File: src/hdl/tbd_pkg.sv
// shared types and constants for the token bucket delay block
package tbd_pkg;

    // fixed scaling of the bucket
    localparam int unsigned TICKS_PER_SECOND = 1000;
    localparam int unsigned MILLI_PER_BYTE   = 1000;
    localparam int          MPB_W            = 10;
    localparam int          DATA_W           = 32;

    // command codes of an input word
    typedef enum logic [0:0] {
        CMD_TICK    = 1'b0,
        CMD_CONSUME = 1'b1
    } t_cmd;

    // sequencer states, one-hot
    typedef enum logic [5:0] {
        S_IDLE = 6'b000001,
        S_MUL  = 6'b000010,
        S_UPD  = 6'b000100,
        S_CHK  = 6'b001000,
        S_DIV  = 6'b010000,
        S_OUT  = 6'b100000
    } t_state;

endpackage

File: src/hdl/token_bucket_delay_top.sv
// token bucket rate limiter answering send delays with a bit-serial divider
//
//  channel   direction  handshake            payload
//  input     in         i_valid / o_ready    i_cmd, i_byte_count
//  output    out        o_valid / i_ready    o_wait_ms
//  config    in         i_cfg_we             i_cfg_rate_bps
//
// from accept to ready again a tick word passes the multiply and update states,
// a consume word that needs the divider multiply, update, check, divide and
// output, one at rate zero multiply, update and output, every other one all but
// divide, each plus any wait for the output register. the delay comes from a
// restoring divider: one quotient bit per cycle, 32 bits, on one subtractor.
// reset is synchronous and active low; it leaves rate and balance at zero.
// a waiting result sits in the output register, so the next word is taken
// while it waits; only a second result stalls behind it.
module token_bucket_delay_top #(
    parameter int BURST_SECONDS = 2,
    parameter int BALANCE_WIDTH = 48
) (
    input  logic                        i_clk,
    input  logic                        i_rst_n,
    input  logic                        i_cfg_we,
    input  logic [tbd_pkg::DATA_W-1:0]  i_cfg_rate_bps,
    input  logic                        i_valid,
    output logic                        o_ready,
    input  tbd_pkg::t_cmd               i_cmd,
    input  logic [tbd_pkg::DATA_W-1:0]  i_byte_count,
    output logic                        o_valid,
    input  logic                        i_ready,
    output logic [tbd_pkg::DATA_W-1:0]  o_wait_ms
);
    import tbd_pkg::*;

    localparam int BW       = BALANCE_WIDTH;
    localparam int CEIL_MUL = BURST_SECONDS * int'(TICKS_PER_SECOND);
    localparam int CM_W     = $clog2(CEIL_MUL + 1);
    localparam int PW       = DATA_W + CM_W;
    localparam int W2       = (PW > BW) ? PW : BW;
    localparam int SUB_W    = DATA_W + MPB_W;
    localparam int CNT_W    = $clog2(DATA_W);

    // registers
    t_state                 r_state, n_state;
    logic [DATA_W-1:0]      r_rate;
    logic [BW-1:0]          r_ceil;
    logic signed [BW-1:0]   r_bal, n_bal;
    t_cmd                   r_cmd;
    logic [DATA_W-1:0]      r_bytes;
    logic [SUB_W-1:0]       r_sub;
    logic [DATA_W-1:0]      r_rem, n_rem;
    logic [DATA_W-1:0]      r_quo, n_quo;
    logic                   r_divd, n_divd;
    logic [CNT_W-1:0]       r_cnt, n_cnt;
    logic                   r_out_valid, n_out_valid;
    logic [DATA_W-1:0]      r_delay, n_delay;

    // burst ceiling for a newly written rate, clamped to the top balance
    logic [PW-1:0]          ceil_prod;
    logic [W2-1:0]          ceil_ext;
    logic [W2-1:0]          top_ext;
    logic [BW-1:0]          ceil_new;

    assign ceil_prod = PW'(i_cfg_rate_bps) * PW'(CEIL_MUL);
    assign ceil_ext  = W2'(ceil_prod);
    assign top_ext   = W2'({1'b0, {(BW-1){1'b1}}});
    assign ceil_new  = (ceil_ext > top_ext) ? top_ext[BW-1:0] : ceil_ext[BW-1:0];

    // shared arithmetic: balance update and divider step
    logic signed [BW:0]     bal_ext;
    logic signed [BW:0]     tick_sum;
    logic signed [BW:0]     cons_dif;
    logic [BW-1:0]          deficit;
    logic [DATA_W:0]        hi_ext;
    logic [DATA_W:0]        trial;
    logic [DATA_W-1:0]      delay_fin;

    assign bal_ext   = {r_bal[BW-1], r_bal};
    assign tick_sum  = bal_ext + $signed({1'b0, (BW)'(r_rate)});
    assign cons_dif  = bal_ext - $signed({1'b0, (BW)'(r_sub)});
    assign deficit   = BW'(0) - r_bal;
    assign hi_ext    = (DATA_W+1)'(deficit[BW-1:DATA_W]);
    assign trial     = {r_rem, r_quo[DATA_W-1]} - {1'b0, r_rate};
    assign delay_fin = (r_divd && r_quo == '0) ? DATA_W'(1) : r_quo;

    // sequencer
    always_comb begin
        n_state     = r_state;
        n_bal       = r_bal;
        n_rem       = r_rem;
        n_quo       = r_quo;
        n_divd      = r_divd;
        n_cnt       = r_cnt;
        n_out_valid = r_out_valid;
        n_delay     = r_delay;
        if (r_out_valid && i_ready) begin
            n_out_valid = 1'b0;
        end
        unique case (r_state)
            S_IDLE: begin
                if (i_valid) begin
                    n_state = S_MUL;
                end
            end
            S_MUL: begin
                n_state = S_UPD;
            end
            S_UPD: begin
                n_quo  = '0;
                n_divd = 1'b0;
                if (r_cmd == CMD_TICK) begin
                    if (r_rate != '0) begin
                        if (tick_sum >= $signed({1'b0, r_ceil})) begin
                            n_bal = r_ceil;
                        end else begin
                            n_bal = tick_sum[BW-1:0];
                        end
                    end
                    n_state = S_IDLE;
                end else if (r_rate == '0) begin
                    n_state = S_OUT;
                end else begin
                    // underflow past the floor saturates
                    if (cons_dif[BW] != cons_dif[BW-1]) begin
                        n_bal = {1'b1, {(BW-1){1'b0}}};
                    end else begin
                        n_bal = cons_dif[BW-1:0];
                    end
                    n_state = S_CHK;
                end
            end
            S_CHK: begin
                if (!r_bal[BW-1]) begin
                    n_state = S_OUT;
                end else if (hi_ext >= {1'b0, r_rate}) begin
                    // quotient would not fit in 32 bits
                    n_quo   = '1;
                    n_state = S_OUT;
                end else begin
                    n_rem   = DATA_W'(deficit[BW-1:DATA_W]);
                    n_quo   = deficit[DATA_W-1:0];
                    n_divd  = 1'b1;
                    n_cnt   = '0;
                    n_state = S_DIV;
                end
            end
            S_DIV: begin
                if (!trial[DATA_W]) begin
                    n_rem = trial[DATA_W-1:0];
                    n_quo = {r_quo[DATA_W-2:0], 1'b1};
                end else begin
                    n_rem = {r_rem[DATA_W-2:0], r_quo[DATA_W-1]};
                    n_quo = {r_quo[DATA_W-2:0], 1'b0};
                end
                n_cnt = r_cnt + CNT_W'(1);
                if (r_cnt == '1) begin
                    n_state = S_OUT;
                end
            end
            S_OUT: begin
                if (!r_out_valid || i_ready) begin
                    n_out_valid = 1'b1;
                    n_delay     = delay_fin;
                    n_state     = S_IDLE;
                end
            end
            default: begin
                n_state = S_IDLE;
            end
        endcase
        // rate write refills the bucket; the user must write it only while idle, the block does not enforce it
        if (i_cfg_we) begin
            n_bal = ceil_new;
        end
    end

    // control registers
    always_ff @(posedge i_clk) begin
        if (!i_rst_n) begin
            r_state     <= S_IDLE;
            r_rate      <= '0;
            r_ceil      <= '0;
            r_bal       <= '0;
            r_out_valid <= 1'b0;
            r_divd      <= 1'b0;
            r_cnt       <= '0;
        end else begin
            r_state     <= n_state;
            r_bal       <= n_bal;
            r_out_valid <= n_out_valid;
            r_divd      <= n_divd;
            r_cnt       <= n_cnt;
            if (i_cfg_we) begin
                r_rate <= i_cfg_rate_bps;
                r_ceil <= ceil_new;
            end
        end
    end

    // payload registers
    always_ff @(posedge i_clk) begin
        if (r_state == S_IDLE && i_valid) begin
            r_cmd   <= i_cmd;
            r_bytes <= i_byte_count;
        end
        if (r_state == S_MUL) begin
            r_sub <= SUB_W'(r_bytes) * SUB_W'(MILLI_PER_BYTE);
        end
        r_rem   <= n_rem;
        r_quo   <= n_quo;
        r_delay <= n_delay;
    end

    assign o_ready   = (r_state == S_IDLE);
    assign o_valid   = r_out_valid;
    assign o_wait_ms = r_delay;

    // partial remainder stays below the divisor while dividing
    a_rem_below_rate: assert property (@(posedge i_clk) disable iff (!i_rst_n)
        (r_state == S_DIV) |-> (r_rem < r_rate))
        else $error("divider remainder not below rate");

    // balance never exceeds the burst ceiling
    a_bal_le_ceil: assert property (@(posedge i_clk) disable iff (!i_rst_n)
        (!r_bal[BW-1]) |-> (r_bal <= r_ceil))
        else $error("balance above burst ceiling");

    // an accepted word starts the sequencer
    a_accept_starts: assert property (@(posedge i_clk) disable iff (!i_rst_n)
        (i_valid && o_ready) |=> (r_state == S_MUL))
        else $error("accepted word did not start processing");

endmodule

File: config.mk
export PLATFORM = sky130hd
export DESIGN_NAME = token_bucket_delay_top
export DESIGN_NICKNAME = d
export VERILOG_FILES = /design/src/hdl/tbd_pkg.sv /design/src/hdl/token_bucket_delay_top.sv
export SDC_FILE = /design/constraint.sdc
export NUM_CORES = 2
export LEC_CHECK = 0
export ABC_AREA = 0
export ABC_CLOCK_PERIOD_IN_PS = 6500
export BUFFER_PORTS_ARGS = -buffer_cell sky130_fd_sc_hd__buf_2
export CORE_MARGIN = 5
export CORE_UTILIZATION = 65
export DETAILED_ROUTE_END_ITERATION = 16
export GPL_TIMING_DRIVEN = 0
export PLACE_DENSITY = 0.87
export SLEW_MARGIN = 20
export SYNTH_ARGS = -nofsm -noshare
export SYNTH_HDL_FRONTEND = slang
export SYNTH_SLANG_ARGS = --single-unit
File: constraint.sdc
create_clock -name i_clk -period 6.5 [get_ports i_clk]
set_input_delay 0.975 -clock i_clk [delete_from_list [all_inputs] [get_ports i_clk]]
set_output_delay 0.975 -clock i_clk [all_outputs]
set_load 0.03 [all_outputs]
==> results.yml <==
pwr:
  comb_power_share_pct: 71.4
  pwr-share-seq_pct: 17.0
  pwr_density_cell_nw_per_um2: 570
  switchingPower_uw: 9250
  peakVddDrop_mv: 0.707
  internal_power_uw: 9280
  swShare_pct: 49.9
  p_leak_uw: 0.0138
  pwr-share-clk_pct: 11.6
die:
  die_w_um: 223
  start_util_pct: 65.5
  fp.coreArea_um2: 45200
  rows: 78
  dieHeight_um: 223
  io_pins: 104
  die_area_um2: 49900
global_route:
  track_usage_pct: 38.5
  grt_max_degree: 40
  grt_pass1_vias: 26098
  antenna_found_initial: 3
  grt_pass1_wl_um: 149000
  grt_overflow: 0
timing:
  final-hold-violation-count: 0
  timing.final.crit_share_pct: 98.5
  slew-limit-headroom_pct: 25.8
  fin_tns_setup_ns: 0
  fmax_mhz: 156
  drv_slew: 0
  fin_skew_ns: 0.0188
  worst_slew_pin_slew_ns: 1.11
  fin_crit_ns: 6.40
  setup_viol: 0
min_path:
  hold_depth: 2
  hold_path.class: "reg -> reg"
  min_to: "r_bal[12]$_SDFFE_PN0P_"
  hold_path_startpoint: "r_ceil[12]$_SDFFE_PN0P_"
critical_path:
  r2r_cells: 21
  crit_chain: "ha_1, a21o_1, nand4_1, a32oi_1, and4b_1, o41ai_4, a31o_1, nand2_1, xnor2_2, ha_1, nand4_1, nor4_2, nand2_1, or4_1, and4_1, nand3_2, o21a_2, buf_4, o21ai_1, a21oi_1, o221a_2"
  reg2reg_from: "r_bal[13]$_SDFFE_PN0P_"
  end_kind: "flip-flop"
  startpoint_type: "flip-flop"
  critical_path.max_fanout: 10
  worstReg2RegEnd: "r_bal[27]$_SDFFE_PN0P_"
  worstPathRequired_ns: 7.00
  max_stage_delay_ns: 0.66
  critical_path.slowest_cell: "dfxtp_1"
  r2r_slack_ns: 0.1
  worstSetupPathType: "reg -> reg"
  worstPathArrival_ns: 6.90
  cp-startpoint: "r_bal[13]$_SDFFE_PN0P_"
yosys:
  synth-edff-count: 168
  syn_inst: 3058
  synth_warnings: 0
  yosysSeqAreaShare_pct: 25.8
  synth.avg_cell_area_um2: 9.68
  synth_nets: 3699
  synth-main-ff-cell: "edfxtp_1"
  yosysMostFrequentCell: "ha_1"
  netlist_top_cells_count: "ha_1 (332), fa_1 (239), nand2_1 (215)"
  synth.top_cells.by_area: "edfxtp_1 (17%), fa_1 (16%), ha_1 (14%), dfxtp_1 (8.8%), xnor2_1 (4.6%)"
  yosysTopAreaCell: "edfxtp_1"
  ys_async_sr_fraction_pct: 0
  synth_area_um2: 29600
  ys_types: 99
  ys_ff_latch: 298
  synth_top_area_share_pct: 17.0
clock_tree:
  postCtsHoldBufs: 0
  cts_tree: "built"
  ctsRootBufferMaster: "clkbuf_16"
  clk_pin_slew_ns: 0.06
  htreeDepth: 2
  cts_num_sinks: 298
  clk_latency_ns: 0.57
  numCtsBuffers: 37
  clockBufferDepth: 3
route:
  dr.pass1.iters: 6
  vias: 25818
  avgRoutedWirePerCell_um: 25.4
  drt_iter0_drc: 2629
  viasPerCell: 6.71
  drc: 0
  wl_um: 97900
  drtAntennaViolNets: 0
placement:
  portBuffers: 102
  finalWeightedCongestion: 1.04
  post-dp-hpwl_um: 76900
  dp_cells: 3763
run:
  cap_viol_max_count: 0
layout:
  area_growth_pct: 9.77
  fin_nets: 3860
  fin_cells: 3849
  layout-drive-gt1-share_pct: 8.62
outcome:
  status: "complete, no violations"
## cell usage in the layout, fill, tap and decap left out, drive strengths merged, types with 11 or more instances in the layout
| master | Yosys | layout |
|---|---|---|
| a211oi | 22 | 22 |
| a21boi | 18 | 18 |
| a21o | 109 | 109 |
| a21oi | 189 | 189 |
| a221o | 12 | 12 |
| a31oi | 26 | 26 |
| and2 | 40 | 40 |
| and3 | 26 | 26 |
| buf | 21 | 145 |
| clkbuf | 108 | 150 |
| clkinv | 0 | 13 |
| dfxtp | 130 | 130 |
| edfxtp | 168 | 168 |
| fa | 239 | 239 |
| ha | 332 | 332 |
| inv | 196 | 198 |
| mux2i | 66 | 66 |
| nand2 | 216 | 216 |
| nand2b | 30 | 30 |
| nand3 | 69 | 69 |
| nand3b | 11 | 11 |
| nand4 | 59 | 59 |
| nor2 | 160 | 160 |
| nor2b | 59 | 59 |
| nor3 | 36 | 36 |
| nor3b | 11 | 11 |
| nor4 | 31 | 31 |
| o211ai | 41 | 41 |
| o21a | 61 | 61 |
| o21ai | 174 | 174 |
| o21bai | 16 | 16 |
| o31ai | 13 | 13 |
| or2 | 17 | 17 |
| or3 | 22 | 22 |
| or4 | 14 | 14 |
| xnor2 | 156 | 156 |
| xor2 | 55 | 55 |
## stage by stage
step           total power (µW)  hold WS [ns]  worst slack (ns)  instance area [µm²]  utilization (%)
2_1_floorplan             12200         0.457             0.684                29600                -
3_3_place_gp              14900         0.466            -0.790                30900             68.3
3_5_place_dp              15600         0.479            -0.811                31000             68.5
4_1_cts                   18100         0.484            0.0160                32300             71.5
5_1_grt                   19800         0.493           -0.0106                32500             71.9
6_report                  18500         0.483            0.0996                32500             71.9
## power by group through the flow
stage               registers, µW  clock network (µW)  logic (µW)
finish                       3140                2150       13200
global route                 3150                2230       14400
CTS                          3120                2140       12800
detailed placement           3160                   0       12400
global placement             3140                   0       11700
floorplan                    2910                   0        9310
## per-layer routing
layer / wire (µm) / GRT usage [%]
met5: 0 / 0
met4: 6640 / 21.5
met3: 9210 / 7.04
met2: 45000 / 62.7
met1: 37000 / 48.6
## layout make-up
cell class	count	area, µm²
multi-input cells	2435	20900
fillers	3219	12700
flip-flops and latches	298	7660
clock buffers	44	972
well taps	600	751
inverters	196	739
repair buffers	123	713
plain buffers	128	531
clock inverters	23	255
diodes	2	5.00
## timing repair
| action | in CTS | in global routing |
|---|---|---|
| gates resized for setup | 23 | 25 |
| setup endpoints to repair | 48 | 85 |
| pin swaps | 4 | 8 |
| buffers inserted | 5 | 13 |
## worst max-delay path, delay by kind of cell (launching register included)
family | cells | cell delay, ns
buffers and inverters | 1 | 0.28
adders and majority gates | 2 | 0.66
xor gates and xnor gates | 1 | 0.23
and+or+nand+nor | 9 | 2.34
AOI/OAI and AO/OA | 8 | 2.15
DFF | 1 | 0.66
## worst max-delay path by stage
stage                                          to  slack [ns]  cells past startpoint
after floorplan            r_bal[39]$_SDFFE_PN0P_        0.68                     19
after global placement     r_bal[24]$_SDFFE_PN0P_       -0.79                     26
after detailed placement   r_bal[24]$_SDFFE_PN0P_       -0.81                     26
after CTS                 r_rem[23]$_SDFFCE_PP0P_        0.02                     21
after global routing        r_bal[1]$_SDFFE_PN0P_       -0.01                     24
final                      r_bal[27]$_SDFFE_PN0P_         0.1                     21
## registers in the layout, indices dropped and copies added, names as in the netlist
| name | count |
|---|---|
| o_valid | 1 |
| r_cnt | 5 |
| r_quo | 32 |
| r_sub | 39 |
| r_rem | 32 |
| o_wait_ms | 32 |
| r_state | 6 |
| r_cmd | 1 |
| r_divd | 1 |
| r_bytes | 32 |
| r_ceil | 37 |
| r_bal | 48 |
| r_rate | 32 |
## cell families (layout without fill, tap and decap cells)
family	after synthesis	in the layout	synth area share (%)
AO/OA/AOI/OAI	769	769	17.1
other	0	2	0
buffers and inverters	325	514	4.20
XOR/XNOR	211	211	6.27
flip-flops	298	298	25.8
AND/OR/NAND/NOR	817	817	14.1
multiplexers	67	67	2.27
adder cells (fa/ha/maj)	571	571	30.2
(Power assumes the default switching activity.)
